--- src/rtl/core/sqe_pkg.sv ---
package sqe_pkg;

   typedef enum logic [3:0] {
      S_CLEAR,
      S_IDLE,
      S_SCAN,
      S_SCAN_END,
      S_SCAN_OUT,
      S_RD_N,
      S_RD_P,
      S_PEAK,
      S_DIV,
      S_MUL1,
      S_MUL2,
      S_MUL3,
      S_MUL4,
      S_WR
   } state_type;

   typedef enum logic [1:0] {
      CSR_LEARN_RATE = 2'd0,
      CSR_DISCOUNT   = 2'd1,
      CSR_LEARN_EN   = 2'd2
   } csr_index_type;

   localparam logic [15:0] LEARN_RATE_RST = 16'd45875;
   localparam logic [15:0] DISCOUNT_RST   = 16'd52429;
   localparam logic signed [31:0] SCAN_FLOOR = -32'sd65536000;

   localparam int MUL_AW = 18;
   localparam int MUL_BW = 35;
   localparam int MUL_PW = MUL_AW + MUL_BW;

   // airtime rate in Q1.16, indexed by clamped SF
   function automatic logic [16:0] rate_lut(input logic [3:0] sf);
      logic [16:0] r;
      begin
         r = 17'd2659;
         unique case (sf)
            4'd0, 4'd1, 4'd2, 4'd3, 4'd4, 4'd5, 4'd6, 4'd7: r = 17'd65536;
            4'd8:  r = 17'd35477;
            4'd9:  r = 17'd19345;
            4'd10: r = 17'd10636;
            4'd11: r = 17'd5317;
            default: r = 17'd2659;
         endcase
         return r;
      end
   endfunction

   // a mod 6 by conditional subtraction
   function automatic logic [2:0] mod6(input logic [6:0] a);
      logic [7:0] r;
      begin
         r = {1'b0, a};
         if (r >= 8'd96) r = r - 8'd96;
         if (r >= 8'd48) r = r - 8'd48;
         if (r >= 8'd24) r = r - 8'd24;
         if (r >= 8'd12) r = r - 8'd12;
         if (r >= 8'd6)  r = r - 8'd6;
         return r[2:0];
      end
   endfunction

endpackage

--- src/rtl/core/sqe_mul.sv ---
module sqe_mul (
   input  logic                               clock,
   input  logic signed [sqe_pkg::MUL_AW-1:0]  a,
   input  logic signed [sqe_pkg::MUL_BW-1:0]  b,
   output logic signed [sqe_pkg::MUL_PW-1:0]  p_ff
);

   logic signed [sqe_pkg::MUL_PW-1:0] p_in;

   assign p_in = sqe_pkg::MUL_PW'(a) * sqe_pkg::MUL_PW'(b);

   always_ff @(posedge clock) begin
      p_ff <= p_in;
   end

endmodule

--- config.mk ---
export PLATFORM = sky130hd
export DESIGN_NAME = sqe_mul
export DESIGN_NICKNAME = d
export VERILOG_FILES = /design/src/rtl/core/sqe_pkg.sv /design/src/rtl/core/sqe_mul.sv
export SDC_FILE = /design/constraint.sdc
export NUM_CORES = 2
export LEC_CHECK = 0
export BUFFER_PORTS_ARGS = -buffer_cell sky130_fd_sc_hd__buf_4
export CORE_MARGIN = 2
export CORE_UTILIZATION = 39
export DETAILED_ROUTE_END_ITERATION = 8
export HOLD_SLACK_MARGIN = 0.02
export SYNTH_ARGS = -nofsm -noshare
export SYNTH_HDL_FRONTEND = slang
export SYNTH_SLANG_ARGS = --single-unit
--- constraint.sdc ---
create_clock -name clock -period 7.6 [get_ports clock]
set_clock_uncertainty 0.1 [all_clocks]
set_input_delay 1.52 -clock clock [delete_from_list [all_inputs] [get_ports clock]]
set_output_delay 1.52 -clock clock [all_outputs]
set_load 0.02 [all_outputs]
## Word-level counts from Yosys, hierarchy flattened

Index checks and enable logic that the tools add are counted.
W data, S select, Z words.

| word-level totals | value |
|---|---|
| register bits after elaboration | 53 |
| input port bits | 54 |
| output and inout port bits | 53 |
| word-level logic and storage cells | 2 |

| cells by class | value |
|---|---|
| $mul | 1 |

Operators by type and width:

| kind | number |
|---|---|
| $mul A18 B35 Y53 | 1 |

## Longest topological paths before layout

| logic depth | value |
|---|---|
| depth after elaboration | 1 |
| gate-level depth with buffers | 25 |
| depth with buffers taken out | 23 |

## Worst setup path before layout

No wires, ideal clock.

| timing path | value |
|---|---|
| path kind | input-to-reg |
| start | input a[9] (netlist bit) |
| end | register p_ff[47] (netlist bit) |
| library setup time | 72 ps |
| data arrival time | 7,290 ps |
| setup slack | 138 ps |
| stages on the path | 23 |
| path buffers | 3 |
| cell sequence | clkbuf_1 > clkbuf_1 > nand2_1 > fa_1 > inv_1 > fa_1 > fa_1 > fa_1 > fa_1 > inv_1 > fa_1 > inv_1 > ha_1 > buf_6 > a211oi_4 > o21ai_2 > a41oi_2 > o21ai_2 > o211ai_2 > a31oi_4 > a221o_2 > a41oi_2 > xnor2_1 |

| on the way | value |
|---|---|
| longest elaborated chain between the ends | 1 |

RTL lines:

| item | line | RTL |
|---|---|---|
| from (decl) | sqe_mul.sv:3 | `input logic signed [sqe_pkg::MUL_AW-1:0] a,` |
| $mul A18 B35 Y53 | sqe_mul.sv:10 | `assign p_in = sqe_pkg::MUL_PW'(a) * sqe_pkg::MUL_PW'(b);` |
| via p_in, one bit | sqe_mul.sv:8 | `logic signed [sqe_pkg::MUL_PW-1:0] p_in;` |
| to (signal assigned) | sqe_mul.sv:13 | `p_ff <= p_in;` |
| to (decl) | sqe_mul.sv:5 | `output logic signed [sqe_pkg::MUL_PW-1:0] p_ff` |

The timed path passes the listed nets, and every way through them passes these cells.

## Final worst setup path

| timing path | value |
|---|---|
| start | input a[4] (netlist bit) |
| end | register p_ff[47] (netlist bit) |

Same word-level chain as after synthesis.

==> impl_results.md <==
- Status: completed
- GRT Overall Usage: a little over a fifth
- Die Width: about 240 um
- Synth Area in XOR/XNOR: 2.16%
- Placed Instances: 3433
- CP peak stage delay: ~550 ps
- Finished Layout Cells: 3445
- Pre-Repair DR Iteration Count: 5
- Syn avg cell area: ~9.2 um^2
- Layout cells sized above 1: ~15%
- Detailed Route WL: about 59000 um
- Sequential share of the synthesized area: approximately 4.8%
- Cts bufs inserted: 5
- Reg with most FFs: p_ff
- Post-DRT Antenna Nets: 0
- Asr flop ratio synth: 0%
- Slowest cell on crit path: fa_1
- Tightest Hold Check Type: primary input to flip-flop
- Initial Util: between 30% and 40%
- First-pass GRT wire length: a little under 100000 um
- Area growth syn-to-layout: 16.6%
- Clk slew on worst S/H paths: roughly 80 ps
- Row count: 87
- Most common cell after layout, fill and taps aside: inv_1
- Main synth FF type: dfxtp_1
- DRC: 0
- Yosys cell types: 53
- Post-Syn Area: about 22000 um^2
- #FFs+latches synth: 53
- Most frequent cells in the layout: inv_1, fa_1, nand2_1
- Post-synthesis compound-gate area fraction: 3.79%
- Iter 0 DRT Violations: 749
- HP Start: b[0]
- Final Hold Vio Count: 0
- I/O Pins: between 100 and 150
- Via count: ~16000
- Wire length per cell: between 15 and 20 um
- Die Y: 243 um
- Number of flip-flops in the largest register: 53
- CTS Root Cell: clkbuf_16
- Mapped Nets: ~3200
- H-tree depth: 2
- Setup tns final: 0 ps
- CP Max Fanout: 9
- Worst-Margin Slew: about 430 ps
- Post-synthesis simple-gate area fraction: ~15%
- Mux contribution to synthesized area: 0%
- Fin. max-slew vios: 0
- Global route overflow: 0
- Syn. warnings: 0
- Initial antenna violation count: 1
- Core ar.: between 50000 and 60000 um^2
- CP startpoint: a[4]
- Fin nets: about 3500
- Largest family of logic cells by synthesized area: adder cells
- Post-Synth Adder-Cell Area: slightly above 60%
- Bufs on Longest Clock Path: 2
- Final period util: slightly below 100%
- I/O Buffers: between 100 and 150
- Critical-path cell list: buf_4 > and2_1 > fa_1 > inv_1 > fa_1 > fa_1 > inv_1 > fa_1 > fa_1 > fa_1 > ha_4 > buf_4 > and2_4 > nand3_1 > a311o_2 > a211oi_4 > o211ai_2 > a31oi_4 > a221o_2 > a41oi_2 > xnor2_1
- Max-cap viol count: 0
- Delay-heaviest family, CP: adder cells
- Path type of the worst setup path: primary input to flip-flop
- Crit end category: flip-flop
- CP Launch Type: primary input
- Setup violations, final: 0
- Post-synth EDFFs: 0
- Largest net degree at the start of global routing: 23
- Clock period minus worst slack: approximately 7400 ps
- RePlAce Congestion: around 0.9
- Critical Path RT: between 7000 and 8000 ps
- Total die area: roughly 60000 um^2
- Post-DP HPWL: about 53000 um
- Via density: 4.72
- Clock Sinks: 53
- Max-slew headroom: 71.5%
- CTS tree: done
- Max Clock Freq: 0.135 GHz
- Vias in the first global route: 18500
- Worst endpoint data arrival time: between 7000 and 8000 ps
- Cell mode on critical path: fa_1
- Cells after Synth: ~2400
- Biggest regs: p_ff (53)
- Crit path buf inv count: 4
==> Yosys cell counts, types with 6 or more instances <==
cell type | number | share of area [%]
ha_1 | 127 | 7.1
dfxtp_1 | 53 | 4.8
and2_1 | 249 | 7.0
clkbuf_1 | 108 | 1.8
a21o_1 | 12 | 0.40
fa_1 | 601 | 54
o21bai_1 | 8 | 0.27
nand3_1 | 15 | 0.34
xor2_1 | 11 | 0.43
nor2_1 | 47 | 0.79
xnor2_1 | 44 | 1.7
nand2_1 | 370 | 6.2
a31oi_1 | 7 | 0.20
nand2b_1 | 11 | 0.31
o21ai_0 | 18 | 0.40
a21oi_1 | 41 | 0.92
and3_1 | 6 | 0.17
nor3_1 | 6 | 0.13
inv_1 | 650 | 11
==> what timing repair did <==
item / in CTS / in global routing
cloned: 0 / 0
pin swaps: 0 / 21
setup buffers: 0 / 3
hold buffers: 0 / 0
setup endpoints to repair: 3 / 15
gates resized for setup: 3 / 41
==> kinds of logic after synthesis <==
kind of cell             count (synthesis)
AO/OA/AOI/OAI                          120
XOR/XNOR                                55
adder cells (fa/ha/maj)                728
buffers and inverters                  762
flip-flops                              53
AND/OR/NAND/NOR                        722
==> metal layers <==
layer  part of all wire [%]  vias up  GRT usage, %
li1                       -     7408             -
met1                     42     8359          27.7
met2                     49      412          36.2
met3                    6.7       91          4.67
met4                    2.7        0          5.68
met5                      0        -             0
==> metrics by stage <==
| step | setup WS [ps] | instance area (um^2) | utilization, % | hold WS [ps] |
|---|---|---|---|---|
| 4_1_cts | 28.4 | 25800 | 45.7 | 1570 |
| 6_report | 173 | 26000 | 46.1 | 1590 |
| 3_5_place_dp | -387 | 25600 | 45.3 | 1830 |
| 3_3_place_gp | -368 | 25600 | 45.3 | 1830 |
| 2_1_floorplan | 138 | 22300 | - | 1540 |
| 5_1_grt | -24.8 | 26000 | 46.1 | 1610 |
==> worst paths after layout <==
check | endpoint | slack, ps | cells after the start
max | p_ff[47]$_DFF_P_ | 170 | 21
min | p_ff[0]$_DFF_P_ | 1590 | 3
==> layout make-up <==
type	count	area, um^2
multi-input combinational	1625	18600
sequential	53	1060
tap	756	946
fill	5415	30400
inverter	651	2440
timing repair buffer	351	2790
clock inverter	3	65.1
clock buffer	5	125
antenna	1	2.50
Power is left out: the tool's default activity adds up to more than one toggle a clock period on the data nets, which glitch-free logic cannot reach.
