File: src/rtl/core/sqe_div.sv
module sqe_div (
   input  logic        clock,
   input  logic        reset,
   input  logic        start,
   input  logic [31:0] num,
   input  logic [15:0] den,
   output logic        done_ff,
   output logic [16:0] quo
);

   logic [31:0] num_ff, num_in;
   logic [15:0] rem_ff, rem_in, den_ff;
   logic [5:0]  cnt_ff, cnt_in;
   logic        done_in;
   logic [16:0] trial;
   logic        ge;

   // restoring divide, one quotient bit per cycle shifted into num_ff
   always_comb begin
      trial   = {rem_ff, num_ff[31]};
      ge      = trial >= {1'b0, den_ff};
      num_in  = num_ff;
      rem_in  = rem_ff;
      cnt_in  = cnt_ff;
      done_in = 1'b0;
      if (start) begin
         num_in = num;
         rem_in = '0;
         cnt_in = 6'd32;
      end else if (cnt_ff != 6'd0) begin
         num_in  = {num_ff[30:0], ge};
         rem_in  = ge ? 16'(trial - {1'b0, den_ff}) : trial[15:0];
         cnt_in  = cnt_ff - 6'd1;
         done_in = cnt_ff == 6'd1;
      end
   end

   always_ff @(posedge clock) begin
      if (reset) begin
         cnt_ff  <= '0;
         done_ff <= 1'b0;
      end else begin
         cnt_ff  <= cnt_in;
         done_ff <= done_in;
      end
   end

   always_ff @(posedge clock) begin
      num_ff <= num_in;
      rem_ff <= rem_in;
      if (start) den_ff <= den;
   end

   assign quo = num_ff[16:0];

endmodule
File: config.mk
export PLATFORM = sky130hd
export DESIGN_NAME = sqe_div
export DESIGN_NICKNAME = d
export VERILOG_FILES = /design/src/rtl/core/sqe_div.sv
export SDC_FILE = /design/constraint.sdc
export NUM_CORES = 1
export LEC_CHECK = 0
export BUFFER_PORTS_ARGS = -buffer_cell sky130_fd_sc_hd__buf_2
export CAP_MARGIN = 20
export CORE_MARGIN = 2
export CORE_UTILIZATION = 30
export CTS_CLUSTER_SIZE = 20
export DETAILED_ROUTE_END_ITERATION = 7
export PLACE_DENSITY_LB_ADDON = 0.08
export SETUP_SLACK_MARGIN = 0.4
export SYNTH_ARGS = -nofsm -noshare
export SYNTH_HDL_FRONTEND = slang
export SYNTH_SLANG_ARGS = --single-unit
export TNS_END_PERCENT = 30
File: constraint.sdc
create_clock -name clock -period 2.1 [get_ports clock]
set_clock_uncertainty 0.05 [all_clocks]
set_input_delay 0.42 -clock clock [delete_from_list [all_inputs] [get_ports clock]]
set_output_delay 0.42 -clock clock [all_outputs]
set_load 0.005 [all_outputs]
* Yosys cells after proc, flatten, opt, wreduce, memory -nomap -nowiden *
Cells that the tools add are included.

word-level totals
  output and inout bits = 18
  input bits = 51
  flip-flop bits (word level) = 71

operators by class
  equal/unequal tests = 1
  bitwise logic cells = 1
  muxes and demuxes = 5
  add/sub/neg operators = 2
  $lt $le $gt $ge = 1
  reductions and logical operators = 4

operators by type and width
  kind                                                  number
  2-to-1 mux 32 bit                                     2
  greater-or-equal comparator 17 x 16 -> 1 bit          1
  2-to-1 mux 16 bit                                     1
  subtractor 16 bit                                     1
  2-to-1 mux 6 bit                                      2
  equality test 6 x 1 -> 1 bit (second input constant)  1
  nonzero test 6 bit                                    1
  subtractor 6 x 1 -> 6 bit (second input constant)     1
  OR reduction 3 bit                                    1
  nonzero test 2 bit                                    1
  OR reduction 2 bit                                    1
  inverter 1 bit                                        1

* Depth between registers and ports, before layout *
  depth in word-level cells = 3
  depth in mapped cells = 10
  gate-level depth less buffers = 9

* Least setup slack after synthesis *
No wires, ideal clock.

  kind = register to register
  from = reg den_ff[14]
  to = reg num_ff[0] (data pin)
  required time = 1.790 ns
  data arrival time = 1.974 ns
  buffers on the path = 1
  cell stages (with the launch flop) = 10
  library setup time = 0.260 ns
  period minus slack after synthesis = 2.284 ns
  path slack = -0.184 ns
  cell sequence = edfxtp_1 > inv_1 > ha_1 > buf_6 > a21o_1 > and2_1 > or3_1 > a31oi_1 > nand2_1 > mux2_2

on the way
  word-level cells in the longest chain between the ends = 3

RTL lines
  item                                          RTL line  source
  from (decl)                                   12        logic [15:0] rem_ff, rem_in, den_ff;
  from (signal assigned)                        51        if (start) den_ff <= den;
  greater-or-equal comparator 17 x 16 -> 1 bit  21        ge = trial >= {1'b0, den_ff};
  2-to-1 mux 32 bit                             30        end else if (cnt_ff != 6'd0) begin
  2-to-1 mux 32 bit                             26        if (start) begin
  named net num_in[0]                           11        logic [31:0] num_ff, num_in;
  to (signal assigned)                          49        num_ff <= num_in;
  to (decl)                                     11

The timed path passes the listed nets, and every way through them passes these cells. The select of a mux whose other input is x is not followed.
A chain may end at the register's enable or synchronous reset.

* Worst setup path in the final report *
  from = reg den_ff[10]
  to = reg rem_ff[13]

on the way
  word-level cells in the longest chain between the ends = 2
  elaborated cells on any way between the ends = 3

RTL lines
  item                                                                               RTL line  source
  subtractor 16 bit or greater-or-equal comparator 17 x 16 -> 1 bit (tied branches)  32, 21
  2-to-1 mux 16 bit *                                                                32        rem_in = ge ? 16'(trial - {1'b0, den_ff}) : trial[15:0];
  to (signal assigned)                                                               50        rem_ff <= rem_in;
  to (decl)                                                                          12

Mark *: on every way between the ends. The rest lies on a longest branch, timed or not.

==> qor.txt <==
Reg2reg end: rem_ff[13]$_SDFFE_PP0P_
Largest stage delay, worst path: 0.39 ns
Power Total: 7.56 mW
Final setup margin: -0.238 ns
Syn nets: 431
Seq cells post-synth: 71
Count leader, synth: edfxtp_1
Maxcap violations: 0
Vias/cell: 4.79
Yosys top cell area share: 36.1%
Width of the die: 119 um
Worst reg-to-reg setup slack: -0.24 ns
Antenna-violating nets left: 0
Total gr overflow: 0
Hold WS: 0.202 ns
Top_reg_cell synth: edfxtp_1
First-pass GRT wire length: 17200 um
Fill count: 1295
Synthesis Warnings: 0
Final Hold Fails: 0
Crit path depth: 9
DP Worst Slack: -0.361 ns
DP HPWL: 8020 um
Initial antenna violation count: 0
Vias in the first global route: 3399
Synth unique cells: 57
CTS Buffer Depth: 2
Main area contributors after synthesis: edfxtp_1 (36%), dfxtp_1 (12%), mux2_2 (9.0%), ha_1 (5.6%), buf_4 (3.8%)
Non-filler cells, final: 680
Crit path from: den_ff[10]$_DFFE_PP_
I/O Buffers: 68
Pins Over Slew Limit: 0
Worst Path Required: 2.28 ns
Fmax: 428 MHz
CTS Sinks: 71
Launch point of the worst reg-to-reg path: den_ff[10]$_DFFE_PP_
Critical path data arrival time: 2.52 ns
Slowest CP cell: or3b_1
Tcrit/Tclk final: 111%
CP bufs+invs: 2
Slew of the pin with the lowest slew margin: 0.950 ns
Placer congestion estimate: 0.813
Ratio of cells with drive above 1 in the final layout: 49.6%
Routed wire length: 10800 um
Crit. End Element: register
Cts bufs inserted: 9
Clock latency on the worst-skew pair: 0.34 ns
P&R area growth vs syn: 39.9%
Crit-path cells: inv_2, ha_4, a21o_1, or3b_1, a21oi_4, a211oi_2, buf_6, or3_1, a32o_1
VDD IR max: 628 uV
Clock transition at the registers of the reported paths: 0.06 ns
Fin nets: 569
Syn avg cell area: 11.0 sq um
Die area: 0.0142 sq mm
CP Max Fanout: 9
Design area: 0.00558 sq mm
Mapped Cells: 361
Synthesized area: 0.00399 sq mm
CTS tree: built
Synth async-reset ratio: 0%
Worst min path class: in2reg
# H-tree levels: 3
Post-DP Area: 0.00502 sq mm
Top cells by instance count after synthesis: edfxtp_1 (48), mux2_2 (32), dfxtp_1 (23), nand2_1 (23), inv_1 (21)
Status: finished, violations left
Core Box Area: 0.0131 sq mm
Via count: 3259
RSZ-0062 raised after global routing: yes
Slew Limit Headroom: 36.5%
Crit-path leading delay family: simple AND/OR/NAND/NOR gates
P_leak: 2.40 nW
Largest net degree at the start of global routing: 33
Type of origin of the critical path: register
Number of synthesized flops with an enable pin: 48
Synth area leader: edfxtp_1
I/O pins: 69
Iter 0 DRT Violations: 123
Critical path destination: rem_ff[13]$_SDFFE_PP0P_
Core Rows: 42
DR WL/cell: 16.0 um
Root buffer cell: clkbuf_16
Minimum clock period: 2.34 ns
R2R cell count: 9
Die Y: 119 um
Cells after DPL: 656
Total GRT Usage: 15.9%
Failing checks: setup timing
Initial Utilization: 30.5%
Ant. Diodes: 0
CP Class: reg2reg
Final setup fails: 17
Register area share after synthesis: 47.7%
PD cells: 1350 mW/mm^2
DRC violation count after routing: 0
Drt pass-1 iters: 6
-- through the flow --
step | util [%] | TNS (ns)
2_1_floorplan | - | -0.770
6_report | 42.6 | -2.50
5_1_grt | 42.6 | -4.42
3_5_place_dp | 38.3 | -3.86
4_1_cts | 41.7 | -3.14
3_3_place_gp | 38.3 | -3.81
-- placed cells by master, fill, tap and decap left out, types with 11 or more instances in the layout --
cell and n:
buf_4 83, nand2_1 21, ha_1 11, nor3_1 11, inv_1 16, nor2_1 19
mux2_2 31, buf_2 68, dfxtp_1 20, edfxtp_1 48, a21oi_1 15
-- sequential cells by signal (all words and copies together) (netlist names) --
name     flops
den_ff      16
done_ff      1
rem_ff      16
cnt_ff       6
num_ff      32
-- power by group --
part,internal [mW],switching [mW]
clock network,0.916,0.576
logic,1.98,1.89
registers,1.96,0.223
total,4.86,2.69
-- worst min-delay path by stage --
stage          cells past startpoint                       to                    start  slack (ns)
6_report                           1      den_ff[8]$_DFFE_PP_                   den[8]        0.20
5_1_grt                            1      den_ff[0]$_DFFE_PP_                   den[0]        0.19
4_1_cts                            1      den_ff[7]$_DFFE_PP_                   den[7]        0.19
3_5_place_dp                       2  rem_ff[15]$_SDFFE_PP0P_  rem_ff[15]$_SDFFE_PP0P_        0.44
3_3_place_gp                       2  rem_ff[15]$_SDFFE_PP0P_  rem_ff[15]$_SDFFE_PP0P_        0.43
2_1_floorplan                      2  rem_ff[12]$_SDFFE_PP0P_  rem_ff[12]$_SDFFE_PP0P_        0.40
-- layout make-up --
cell class	instances	area (sq um)	share of cell area, %
sequential	71	1910	34.2
inverter	21	82.6	1.48
multi-input combinational	239	2040	36.6
clock inverter	4	47.5	0.852
clock buffer	12	236	4.24
tap	176	220	3.95
timing repair buffer	157	1040	18.7
-- repair_timing --
item	4_1_cts	5_1_grt
hold buffers	0	0
gates cloned	0	0
endpoints found under the setup margin	17	50
pin swaps	13	11
resized for setup	26	21
setup buffers	4	4
-- per-layer routing --
metal,GRT usage [%],routed length [um]
met1,19.3,4760
met2,26.6,5370
met3,5.41,561
met4,5.07,153
met5,0,0
-- kinds of logic (layout without fill, tap and decap cells) --
kind of cell | count (synthesis) | count (layout) | share of synthesized area [%]
AO/OA/AOI/OAI | 85 | 85 | 15.6
XOR/XNOR | 12 | 12 | 2.64
adder cells (fa/ha/maj) | 19 | 19 | 6.15
buffers and inverters | 51 | 194 | 7.25
flip-flops | 71 | 71 | 47.7
multiplexers | 35 | 35 | 9.79
AND/OR/NAND/NOR | 88 | 88 | 10.9
-- worst reg2reg max path, cell delays in order, from the launching register on --
cell      delay [ns]
edfxtp_1        0.38
inv_2           0.08
ha_4            0.19
a21o_1          0.18
or3b_1          0.39
a21oi_4         0.18
a211oi_2        0.07
buf_6           0.16
or3_1           0.35
a32o_1          0.22
(Power assumes the default switching activity.)
